===== src/hdl/ensc_pkg.sv =====
// Shared types, constants and month table for the epoch-to-calendar converter.
package ensc_pkg;

    localparam logic signed [63:0] NsNegLimit = -64'sd1000000000;
    localparam logic [29:0] NsPerSec   = 30'd1000000000;
    localparam logic [29:0] SecPerDay  = 30'd86400;
    localparam logic [29:0] SecPerHour = 30'd3600;
    localparam logic [29:0] SecPerMin  = 30'd60;
    localparam logic [13:0] EpochYear  = 14'd1970;
    localparam logic [13:0] YearLimit  = 14'd9999;
    localparam logic [6:0]  EpochMod100 = 7'd70;
    localparam logic [8:0]  EpochMod400 = 9'd370;
    localparam int          DivSteps   = 8;
    localparam int          StepW      = $clog2(DivSteps);

    // floor(2^64 / d); no divisor is a power of two, so the all-ones numerator matches
    localparam logic [63:0] RecipSec  = 64'hFFFF_FFFF_FFFF_FFFF / 64'(NsPerSec);
    localparam logic [63:0] RecipDay  = 64'hFFFF_FFFF_FFFF_FFFF / 64'(SecPerDay);
    localparam logic [63:0] RecipHour = 64'hFFFF_FFFF_FFFF_FFFF / 64'(SecPerHour);
    localparam logic [63:0] RecipMin  = 64'hFFFF_FFFF_FFFF_FFFF / 64'(SecPerMin);

    // divide pass in progress; also picks the divisor
    typedef enum logic [1:0] {
        PH_SEC,
        PH_DAY,
        PH_HOUR,
        PH_MIN
    } phase_t;

    // micro-steps of one divide pass, in order
    typedef enum logic [2:0] {
        OP_LO_LO,
        OP_HI_LO,
        OP_LO_HI,
        OP_HI_HI,
        OP_QLO,
        OP_QHI,
        OP_REM,
        OP_FIX
    } div_op_t;

    typedef struct packed {
        logic    accept;
        logic    div_step;
        logic    load;
        logic    year_step;
        logic    month_step;
        logic    fail;
        logic    publish;
        phase_t  phase;
        div_op_t div_op;
    } ensc_cmd_t;

    typedef struct packed {
        logic bad_input;
        logic year_fits;
        logic year_last;
        logic month_fits;
    } ensc_stat_t;

    typedef struct packed {
        logic        valid_res;
        logic [11:0] year;
        logic [3:0]  month;
        logic [4:0]  day;
        logic [4:0]  hour;
        logic [5:0]  minute;
        logic [5:0]  second;
    } ensc_res_t;

    function automatic logic [4:0] month_len(input logic [3:0] m);
        logic [4:0] len;
        case (m)
            4'd2:    len = 5'd28;
            4'd4:    len = 5'd30;
            4'd6:    len = 5'd30;
            4'd9:    len = 5'd30;
            4'd11:   len = 5'd30;
            default: len = 5'd31;
        endcase
        return len;
    endfunction

endpackage


===== src/hdl/ensc_in_if.sv =====
// Input channel: one nanosecond timestamp per beat.
interface ensc_in_if;
    logic        valid;
    logic        ready;
    logic [63:0] nanoseconds;

    modport source (output valid, output nanoseconds, input ready);
    modport sink   (input valid, input nanoseconds, output ready);
endinterface


===== src/hdl/ensc_out_if.sv =====
// Output channel: one calendar date and time per beat.
interface ensc_out_if;
    logic        valid;
    logic        ready;
    logic        valid_res;
    logic [11:0] year;
    logic [3:0]  month;
    logic [4:0]  day;
    logic [4:0]  hour;
    logic [5:0]  minute;
    logic [5:0]  second;

    modport source (output valid, output valid_res, output year, output month, output day,
                    output hour, output minute, output second, input ready);
    modport sink   (input valid, input valid_res, input year, input month, input day,
                    input hour, input minute, input second, output ready);
endinterface


===== src/hdl/ensc_dp.sv =====
// Datapath: shared reciprocal divider, year/month walk and result register.
module ensc_dp (
    input  logic                  clk,
    input  logic [63:0]           nanoseconds,
    input  ensc_pkg::ensc_cmd_t   cmd,
    output ensc_pkg::ensc_stat_t  stat,
    output ensc_pkg::ensc_res_t   res
);

    logic [63:0] dvd_reg, dvd_next;
    logic [29:0] rem_reg, rem_next;
    logic [63:0] acc_reg, acc_next;
    logic [31:0] aux_reg, aux_next;
    logic [63:0] quo_reg, quo_next;
    logic        ok_reg, ok_next;
    logic [16:0] day_reg, day_next;
    logic [13:0] year_reg, year_next;
    logic [6:0]  ymod100_reg, ymod100_next;
    logic [8:0]  ymod400_reg, ymod400_next;
    logic [3:0]  month_reg, month_next;
    logic [4:0]  hour_reg, hour_next;
    ensc_pkg::ensc_res_t res_reg, res_next;

    logic signed [63:0] ns_s;
    logic        bad;
    logic [29:0] divisor;
    logic [63:0] recip;
    logic [31:0] mul_a, mul_b;
    logic [63:0] prod;
    logic [63:0] sum_hl, sum_lh;
    logic        fix_ge;
    logic [30:0] rem_fix;
    logic        leap;
    logic [8:0]  ylen;
    logic [4:0]  mlen;

    assign ns_s = nanoseconds;
    assign bad  = nanoseconds[63] && (ns_s <= ensc_pkg::NsNegLimit);

    always_comb
    begin
        case (cmd.phase)
            ensc_pkg::PH_SEC:
            begin
                divisor = ensc_pkg::NsPerSec;
                recip   = ensc_pkg::RecipSec;
            end
            ensc_pkg::PH_DAY:
            begin
                divisor = ensc_pkg::SecPerDay;
                recip   = ensc_pkg::RecipDay;
            end
            ensc_pkg::PH_HOUR:
            begin
                divisor = ensc_pkg::SecPerHour;
                recip   = ensc_pkg::RecipHour;
            end
            default:
            begin
                divisor = ensc_pkg::SecPerMin;
                recip   = ensc_pkg::RecipMin;
            end
        endcase
    end

    // one 32x32 product per step: dividend times reciprocal, then quotient times divisor
    always_comb
    begin
        case (cmd.div_op)
            ensc_pkg::OP_LO_LO:
            begin
                mul_a = dvd_reg[31:0];
                mul_b = recip[31:0];
            end
            ensc_pkg::OP_HI_LO:
            begin
                mul_a = dvd_reg[63:32];
                mul_b = recip[31:0];
            end
            ensc_pkg::OP_LO_HI:
            begin
                mul_a = dvd_reg[31:0];
                mul_b = recip[63:32];
            end
            ensc_pkg::OP_HI_HI:
            begin
                mul_a = dvd_reg[63:32];
                mul_b = recip[63:32];
            end
            ensc_pkg::OP_QLO:
            begin
                mul_a = quo_reg[31:0];
                mul_b = {2'b00, divisor};
            end
            ensc_pkg::OP_QHI:
            begin
                mul_a = quo_reg[63:32];
                mul_b = {2'b00, divisor};
            end
            default:
            begin
                mul_a = '0;
                mul_b = '0;
            end
        endcase
    end

    assign prod    = {32'd0, mul_a} * {32'd0, mul_b};
    assign sum_hl  = prod + acc_reg;
    assign sum_lh  = prod + {32'd0, aux_reg};
    assign fix_ge  = acc_reg >= {34'd0, divisor};
    assign rem_fix = acc_reg[30:0] - {1'b0, divisor};

    assign leap = ((year_reg[1:0] == 2'd0) && (ymod100_reg != 7'd0)) || (ymod400_reg == 9'd0);
    assign ylen = leap ? 9'd366 : 9'd365;

    always_comb
    begin
        mlen = ensc_pkg::month_len(month_reg);
        if (month_reg == 4'd2 && leap)
        begin
            mlen = 5'd29;
        end
    end

    always_comb
    begin
        stat.bad_input  = bad;
        stat.year_fits  = day_reg <= {8'd0, ylen};
        stat.year_last  = year_reg == ensc_pkg::YearLimit;
        stat.month_fits = day_reg <= {12'd0, mlen};
    end

    always_comb
    begin
        dvd_next     = dvd_reg;
        rem_next     = rem_reg;
        acc_next     = acc_reg;
        aux_next     = aux_reg;
        quo_next     = quo_reg;
        ok_next      = ok_reg;
        day_next     = day_reg;
        year_next    = year_reg;
        ymod100_next = ymod100_reg;
        ymod400_next = ymod400_reg;
        month_next   = month_reg;
        hour_next    = hour_reg;
        res_next     = res_reg;

        if (cmd.accept)
        begin
            // small negative counts truncate to zero seconds
            dvd_next = nanoseconds[63] ? 64'd0 : nanoseconds;
            rem_next = '0;
            ok_next  = !bad;
        end

        if (cmd.div_step)
        begin
            case (cmd.div_op)
                ensc_pkg::OP_LO_LO: acc_next = {32'd0, prod[63:32]};
                ensc_pkg::OP_HI_LO:
                begin
                    acc_next = {32'd0, sum_hl[63:32]};
                    aux_next = sum_hl[31:0];
                end
                ensc_pkg::OP_LO_HI: acc_next = acc_reg + {32'd0, sum_lh[63:32]};
                ensc_pkg::OP_HI_HI: quo_next = prod + acc_reg;
                ensc_pkg::OP_QLO:   acc_next = prod;
                ensc_pkg::OP_QHI:   acc_next = acc_reg + {prod[31:0], 32'd0};
                ensc_pkg::OP_REM:   acc_next = dvd_reg - acc_reg;
                default:
                begin
                    // estimate is low by at most one
                    dvd_next = fix_ge ? quo_reg + 64'd1 : quo_reg;
                    rem_next = fix_ge ? rem_fix[29:0] : acc_reg[29:0];
                end
            endcase
        end

        if (cmd.load)
        begin
            case (cmd.phase)
                ensc_pkg::PH_DAY:
                begin
                    rem_next = '0;
                end
                ensc_pkg::PH_HOUR:
                begin
                    day_next     = dvd_reg[16:0] + 17'd1;
                    year_next    = ensc_pkg::EpochYear;
                    ymod100_next = ensc_pkg::EpochMod100;
                    ymod400_next = ensc_pkg::EpochMod400;
                    month_next   = 4'd1;
                    dvd_next     = {34'd0, rem_reg};
                    rem_next     = '0;
                end
                ensc_pkg::PH_MIN:
                begin
                    hour_next = dvd_reg[4:0];
                    dvd_next  = {34'd0, rem_reg};
                    rem_next  = '0;
                end
                default:
                begin
                    rem_next = '0;
                end
            endcase
        end

        if (cmd.year_step)
        begin
            day_next     = day_reg - {8'd0, ylen};
            year_next    = year_reg + 14'd1;
            ymod100_next = (ymod100_reg == 7'd99) ? 7'd0 : ymod100_reg + 7'd1;
            ymod400_next = (ymod400_reg == 9'd399) ? 9'd0 : ymod400_reg + 9'd1;
        end

        if (cmd.month_step)
        begin
            day_next   = day_reg - {12'd0, mlen};
            month_next = month_reg + 4'd1;
        end

        if (cmd.fail)
        begin
            ok_next = 1'b0;
        end

        if (cmd.publish)
        begin
            res_next = '0;
            if (ok_reg)
            begin
                res_next.valid_res = 1'b1;
                res_next.year      = year_reg[11:0];
                res_next.month     = month_reg;
                res_next.day       = day_reg[4:0];
                res_next.hour      = hour_reg;
                res_next.minute    = dvd_reg[5:0];
                res_next.second    = rem_reg[5:0];
            end
        end
    end

    always_ff @(posedge clk)
    begin
        dvd_reg     <= dvd_next;
        rem_reg     <= rem_next;
        acc_reg     <= acc_next;
        aux_reg     <= aux_next;
        quo_reg     <= quo_next;
        ok_reg      <= ok_next;
        day_reg     <= day_next;
        year_reg    <= year_next;
        ymod100_reg <= ymod100_next;
        ymod400_reg <= ymod400_next;
        month_reg   <= month_next;
        hour_reg    <= hour_next;
        res_reg     <= res_next;
    end

    assign res = res_reg;

endmodule


===== src/hdl/ensc_ctrl.sv =====
// Controller: sequences the divide passes, the calendar walk and the output beat.
module ensc_ctrl (
    input  logic                 clk,
    input  logic                 rst_n,
    input  logic                 in_valid,
    output logic                 in_ready,
    output logic                 out_valid,
    input  logic                 out_ready,
    input  ensc_pkg::ensc_stat_t stat,
    output ensc_pkg::ensc_cmd_t  cmd
);

    typedef enum logic [2:0] {
        S_IDLE,
        S_DIV,
        S_LOAD,
        S_YEAR,
        S_MONTH,
        S_FIN
    } state_t;

    state_t                     state_reg, state_next;
    ensc_pkg::phase_t           phase_reg, phase_next;
    logic [ensc_pkg::StepW-1:0] step_reg, step_next;
    logic                       out_valid_reg, out_valid_next;
    logic                       last_step;

    assign last_step = step_reg == ensc_pkg::StepW'(ensc_pkg::DivSteps - 1);

    always_comb
    begin
        state_next     = state_reg;
        phase_next     = phase_reg;
        step_next      = step_reg;
        out_valid_next = out_valid_reg && !out_ready;
        cmd            = '0;
        cmd.phase      = phase_reg;
        cmd.div_op     = ensc_pkg::div_op_t'(step_reg);

        case (state_reg)
            S_IDLE:
            begin
                if (in_valid)
                begin
                    cmd.accept = 1'b1;
                    phase_next = ensc_pkg::PH_SEC;
                    step_next  = '0;
                    state_next = stat.bad_input ? S_FIN : S_DIV;
                end
            end
            S_DIV:
            begin
                cmd.div_step = 1'b1;
                step_next    = step_reg + 1'b1;
                if (last_step)
                begin
                    state_next = S_LOAD;
                    case (phase_reg)
                        ensc_pkg::PH_SEC:  phase_next = ensc_pkg::PH_DAY;
                        ensc_pkg::PH_DAY:  phase_next = ensc_pkg::PH_HOUR;
                        ensc_pkg::PH_HOUR: phase_next = ensc_pkg::PH_MIN;
                        default:           state_next = S_YEAR;
                    endcase
                end
            end
            S_LOAD:
            begin
                cmd.load   = 1'b1;
                step_next  = '0;
                state_next = S_DIV;
            end
            S_YEAR:
            begin
                if (stat.year_fits)
                begin
                    state_next = S_MONTH;
                end
                else if (stat.year_last)
                begin
                    cmd.fail   = 1'b1;
                    state_next = S_FIN;
                end
                else
                begin
                    cmd.year_step = 1'b1;
                end
            end
            S_MONTH:
            begin
                if (stat.month_fits)
                begin
                    state_next = S_FIN;
                end
                else
                begin
                    cmd.month_step = 1'b1;
                end
            end
            S_FIN:
            begin
                // result register free or draining this cycle
                if (!out_valid_reg || out_ready)
                begin
                    cmd.publish    = 1'b1;
                    out_valid_next = 1'b1;
                    state_next     = S_IDLE;
                end
            end
            default:
            begin
                state_next = S_IDLE;
            end
        endcase
    end

    always_ff @(posedge clk or negedge rst_n)
    begin
        if (!rst_n)
        begin
            state_reg     <= S_IDLE;
            phase_reg     <= ensc_pkg::PH_SEC;
            step_reg      <= '0;
            out_valid_reg <= 1'b0;
        end
        else
        begin
            state_reg     <= state_next;
            phase_reg     <= phase_next;
            step_reg      <= step_next;
            out_valid_reg <= out_valid_next;
        end
    end

    assign in_ready  = state_reg == S_IDLE;
    assign out_valid = out_valid_reg;

endmodule


===== src/hdl/epoch_ns_to_calendar_date_unit.sv =====
// Top level: epoch nanoseconds to Gregorian UTC date and time, one item at a time.
// Steps: 4 divide passes of 8 steps (reciprocal multiply on one 32x32 multiplier, then a
// remainder fix) with a reload between passes, then the year walk (Y <= 292 years skipped)
// and the month walk, then the load of the result register; a bad input goes straight to
// that load, and a full result register stalls the load. An item is taken only in idle,
// after the last one is published; the result register lets the next item start.
// Reset (rst_n, async low) idles the controller and marks the result register empty (dout.valid low).
module epoch_ns_to_calendar_date_unit (
    input  logic              clk,
    input  logic              rst_n,
    ensc_in_if.sink           din,
    ensc_out_if.source        dout
);

    ensc_pkg::ensc_cmd_t  cmd;
    ensc_pkg::ensc_stat_t stat;
    ensc_pkg::ensc_res_t  res;

    ensc_ctrl u_ctrl (
        .clk       (clk),
        .rst_n     (rst_n),
        .in_valid  (din.valid),
        .in_ready  (din.ready),
        .out_valid (dout.valid),
        .out_ready (dout.ready),
        .stat      (stat),
        .cmd       (cmd)
    );

    ensc_dp u_dp (
        .clk         (clk),
        .nanoseconds (din.nanoseconds),
        .cmd         (cmd),
        .stat        (stat),
        .res         (res)
    );

    assign dout.valid_res = res.valid_res;
    assign dout.year      = res.year;
    assign dout.month     = res.month;
    assign dout.day       = res.day;
    assign dout.hour      = res.hour;
    assign dout.minute    = res.minute;
    assign dout.second    = res.second;

endmodule


===== src/flat_wrapper.sv =====
// flat-port wrapper written by rule: the top's interface ports become plain ports
module epoch_ns_to_calendar_date_unit_flat 
  (clk, rst_n, din_valid, din_nanoseconds, din_ready, dout_valid, dout_valid_res, dout_year, dout_month, dout_day, dout_hour, dout_minute, dout_second, dout_ready);
  ensc_in_if din_i ();
  ensc_out_if dout_i ();
  input  logic clk;
  input  logic rst_n;
  input wire logic [$bits(din_i.valid)-1:0] din_valid;
  input wire logic [$bits(din_i.nanoseconds)-1:0] din_nanoseconds;
  output wire logic [$bits(din_i.ready)-1:0] din_ready;
  output wire logic [$bits(dout_i.valid)-1:0] dout_valid;
  output wire logic [$bits(dout_i.valid_res)-1:0] dout_valid_res;
  output wire logic [$bits(dout_i.year)-1:0] dout_year;
  output wire logic [$bits(dout_i.month)-1:0] dout_month;
  output wire logic [$bits(dout_i.day)-1:0] dout_day;
  output wire logic [$bits(dout_i.hour)-1:0] dout_hour;
  output wire logic [$bits(dout_i.minute)-1:0] dout_minute;
  output wire logic [$bits(dout_i.second)-1:0] dout_second;
  input wire logic [$bits(dout_i.ready)-1:0] dout_ready;
  assign din_i.valid = din_valid;
  assign din_i.nanoseconds = din_nanoseconds;
  assign din_ready = din_i.ready;
  assign dout_valid = dout_i.valid;
  assign dout_valid_res = dout_i.valid_res;
  assign dout_year = dout_i.year;
  assign dout_month = dout_i.month;
  assign dout_day = dout_i.day;
  assign dout_hour = dout_i.hour;
  assign dout_minute = dout_i.minute;
  assign dout_second = dout_i.second;
  assign dout_i.ready = dout_ready;
  epoch_ns_to_calendar_date_unit u_core (.clk(clk), .rst_n(rst_n), .din(din_i), .dout(dout_i));
endmodule

===== config.mk =====
export PLATFORM = sky130hd
export DESIGN_NAME = epoch_ns_to_calendar_date_unit_flat
export DESIGN_NICKNAME = d
export VERILOG_FILES = /design/src/hdl/ensc_pkg.sv /design/src/hdl/ensc_in_if.sv /design/src/hdl/ensc_out_if.sv /design/src/hdl/ensc_dp.sv /design/src/hdl/ensc_ctrl.sv /design/src/hdl/epoch_ns_to_calendar_date_unit.sv /design/src/flat_wrapper.sv
export SDC_FILE = /design/constraint.sdc
export NUM_CORES = 2
export LEC_CHECK = 0
export BUFFER_PORTS_ARGS = -buffer_cell sky130_fd_sc_hd__buf_4
export CORE_UTILIZATION = 24
export CTS_CLUSTER_DIAMETER = 150
export DETAILED_ROUTE_END_ITERATION = 6
export PLACE_DENSITY_LB_ADDON = 0.12
export REMOVE_ABC_BUFFERS = 1
export SKIP_LAST_GASP = 1
export SLEW_MARGIN = 20
export SYNTH_ARGS = -nofsm -noshare
export SYNTH_HDL_FRONTEND = slang
export SYNTH_SLANG_ARGS = --single-unit

===== constraint.sdc =====
create_clock -name clk -period 14.2 [get_ports clk]
set_clock_uncertainty 0.1 [all_clocks]
set_input_delay 2.84 -clock clk [delete_from_list [all_inputs] [get_ports clk]]
set_output_delay 2.84 -clock clk [all_outputs]
set_load 0.05 [all_outputs]

==> qor.csv <==
stage;metric;value;unit
die;io pins;109;
worst_setup_path;reg2reg path depth;52;
synthesis;share of flip-flops with an asynchronous set or reset;2.51;%
timing;Sum Neg Setup Slack;0;ns
synthesis;Yosys cell types;93;
timing;Slew @ Worst Pin;1.12;ns
finish;final layout net count;9455;
grt;largest net degree at the start of global routing;149;
min_path;hold path start;u_core.u_dp.rem_reg[14]$_SDFF_PP0_;
place;Detailed Place HPWL;268000;um
finish;fin area;75600;um^2
routing;Via Count;57600;
grt;GRT overflow;0;
routing;top layer used by detailed routing;met5;
grt;first-pass GRT wire length;447000;um
synthesis;Post-Syn Area per Cell;8.48;um^2
power;sw frac;24.1;%
min_path;HP Class;flop to flop;
timing;Hold Slack;0.355;ns
grt;initial antenna violation count;16;
die;initial core utilization;24.2;%
clock_network;CTS max path bufs;3;
clock_network;CTS Hold Bufs;0;
power;Logic pwr share;1.5;%
power;P per Cell Area;33.4;nW/um^2
routing;DR iter-0 viols;4787;
timing;Fmax;73.3;MHz
die;Die X;519;um
synthesis;synth top area cells;fa_1 26%, edfxtp_1 12%, ha_1 12%;
worst_setup_path;r2r setup slk;0.55;ns
synthesis;Synth area leader;fa_1;
routing;DR WL met2;146000;um
min_path;hold path endpoint;u_core.u_dp.rem_reg[14]$_SDFF_PP0_;
timing;Final Hold Fails;0;
min_path;WHS Path Cells;2;
worst_setup_path;CP Capture Type;flop;
place;port buffer count;108;
worst_setup_path;Worst path slowest cell;fa_1;
power;clock share of power;54.6;%
synthesis;top_reg_cell synth;edfxtp_1;
timing;Slew headroom;24.6;%
synthesis;Yosys top cell area share;26.3;%
power;sw power;0.608;mW
clock_network;worst skew pair latency;0.69;ns
clock_network;clk sink count;359;
timing;# setup viols final;0;
routing;DRC errors left;0;
routing;routed length on met1;144000;um
place;placed inst area;73000;um^2
synthesis;number of flops mapped to enable cells by yosys;255;
power;sequential share of power;43.8;%
power;Static Leak;35.0;nW
finish;fraction of layout cells with a size suffix above 1;12.2;%
timing;fin crit period;13.65;ns
finish;P&R area growth vs syn;17.7;%
place;placed cell count;11400;
grt;GRT Util Overall;23.0;%
routing;met3 WL;15800;um
timing;Final Slew Violations;0;
timing;Tcrit/Tclk final;96.1;%
synthesis;sequential share of the synthesized area;15.2;%
worst_setup_path;Worst EP arrival;13.89;ns
finish;final non-filler cell total;11500;
flow_run;Max Cap Viol;0;
grt;vias in the first global route;59100;
clock_network;CTS Buf Count;49;
routing;Pre-antenna DRT Iters;6;
synthesis;Cell Area, Synth;64200;um^2
clock_network;CTS tree;yes;
power;Max IR drop VDD;0.0929;mV
worst_setup_path;crit start category;flop;
die;die area;270000;um^2
finish;fillers;28700;
worst_setup_path;reg-to-reg endpoint;u_core.u_dp.acc_reg[60]$_DFFE_PP_;
routing;Routed Wire Length;315000;um
worst_setup_path;crit path buf inv count;11;
worst_setup_path;delay-heaviest family, CP;adder cells;
synthesis;post-synthesis cell count;7566;
clock_network;htree depth;2;
worst_setup_path;worst-path fanout max;15;
die;row count;189;
power;Pint;1.92;mW
outcome;run status;finished clean;
synthesis;Synth Warn #;0;
routing;WL/cell;27.3;um
worst_setup_path;Req. time, crit path;14.44;ns
die;Die Ht;519;um
worst_setup_path;classification of the worst setup path;flop to flop;
synthesis;flops & latches, synth;359;
clock_network;Clock Pin Slew Worst Setup and Hold Paths;0.06;ns
routing;remaining antenna violation count;0;
routing;DR vias/cell;5.00;
worst_setup_path;Critical R2R Launch;u_core.u_ctrl.step_reg[0]$_DFFE_PN0P_;
die;Core ar.;266000;um^2
worst_setup_path;CP dominant cell by count;fa_1;
clock_network;Root Buffer;clkbuf_16;
place;GP Congestion;0.942;
worst_setup_path;CP max stage delay;0.60;ns
[worst max path at each step]
stage | startpoint | to | depth (start not counted)
after floorplan | u_core.u_ctrl.step_reg[0]$_DFFE_PN0P_ | u_core.u_dp.acc_reg[63]$_DFFE_PP_ | 53
after global placement | u_core.u_ctrl.step_reg[0]$_DFFE_PN0P_ | u_core.u_dp.acc_reg[58]$_DFFE_PP_ | 51
after detailed placement | u_core.u_ctrl.step_reg[0]$_DFFE_PN0P_ | u_core.u_dp.acc_reg[58]$_DFFE_PP_ | 51
after CTS | u_core.u_ctrl.step_reg[0]$_DFFE_PN0P_ | u_core.u_dp.acc_reg[58]$_DFFE_PP_ | 50
after global routing | u_core.u_ctrl.step_reg[0]$_DFFE_PN0P_ | u_core.u_dp.acc_reg[25]$_DFFE_PP_ | 60
final | u_core.u_ctrl.step_reg[0]$_DFFE_PN0P_ | u_core.u_dp.acc_reg[60]$_DFFE_PP_ | 52
[metal layers]
metal  GRT usage, %  vias to the layer above
li1               -                    26200
met1           32.1                    29500
met2           38.2                     1668
met3           2.14                      275
met4           5.29                        6
met5              0                        -
[power by group through the flow]
| stage | combinational, mW | sequential, mW | clock [mW] |
|---|---|---|---|
| floorplan | 0.00434 | 1.13 | 0 |
| global placement | 0.0393 | 1.13 | 0 |
| detailed placement | 0.0392 | 1.13 | 0 |
| CTS | 0.0393 | 1.11 | 1.40 |
| global route | 0.0391 | 1.11 | 1.44 |
| finish | 0.0387 | 1.11 | 1.38 |
[cell families (layout without fill, tap and decap cells)]
logic type               after synthesis  in the layout  share of synthesized area (%)
AO/OA/AOI/OAI                       1536           1536                           15.6
buffers and inverters               1508           1934                           8.86
multiplexers                          41             41                          0.645
AND/OR/NAND/NOR                     2283           2283                           16.3
XOR/XNOR                             405            405                           5.55
other                                  0              8                              0
adder cells (fa/ha/maj)             1434           1434                           37.8
flip-flops                           359            359                           15.2
[synthesized netlist by cell type, types with 88 or more instances]
cell / number
a211oi_1: 109
a21o_1: 157
a21oi_1: 483
and2_1: 88
clkbuf_1: 341
dfxtp_1: 95
edfxtp_1: 255
fa_1: 842
ha_1: 592
inv_1: 1133
nand2_1: 834
nand3_1: 150
nand4_1: 95
nor2_1: 667
nor3_1: 96
o21ai_0: 264
xnor2_1: 242
xor2_1: 162
[cell usage in the layout, fill, tap and decap left out, types with 18 or more instances in the layout]
cell type and count:
inv_1 1133, fa_1 839, nand2_1 824, nor2_1 653
buf_4 653, ha_1 588, a21oi_1 470, edfxtp_1 255
o21ai_0 254, xnor2_1 239, xor2_1 161, a21o_1 156
nand3_1 149, a211oi_1 104, nand4_1 95, dfxtp_1 94
nor3_1 91, and2_1 85, and3_1 71, nor3b_1 66
a31oi_1 55, o21bai_1 55, clkbuf_16 50, nand2b_1 43
a221oi_1 40, mux2i_1 38, nor4_1 37, o22ai_1 37
nor2b_1 35, o211ai_1 34, buf_6 29, o21a_1 27
buf_12 23, or3_1 22, a221o_1 21, a22oi_1 21
and4_1 18
[worst min-delay path, cell delays in order (launching register included)]
cell and delay (ns):
dfxtp_1 0.32, nand2_1 0.04, o21ai_0 0.06
[through the flow]
step	total power, mW	setup WS, ns	util [%]
floorplan	1.13	-3.51	-
global placement	1.17	0.135	27.5
detailed placement	1.17	0.0966	27.5
CTS	2.55	0.0228	28.1
global route	2.59	-0.0400	28.4
finish	2.53	0.550	28.4
[final cells by class]
type	instances	area [um^2]	area share (%)
Inverter	1134	4260	5.63
Clock inverter	33	430	0.570
Clock buffer	57	1280	1.69
Tap cell	3533	4420	5.85
Antenna cell	8	20.0	0.0265
Sequential cell	359	9790	13.0
Multi-Input combinational cell	5699	49600	65.6
Timing Repair Buffer	710	5800	7.68
[what timing repair did]
item | in CTS | in global routing
pin swaps | 0 | 19
buffers inserted | 0 | 22
gates cloned | 0 | 1
setup endpoints to repair | 4 | 44
resized for setup | 4 | 133
No activity file was read; power rests on OpenSTA's default activity.
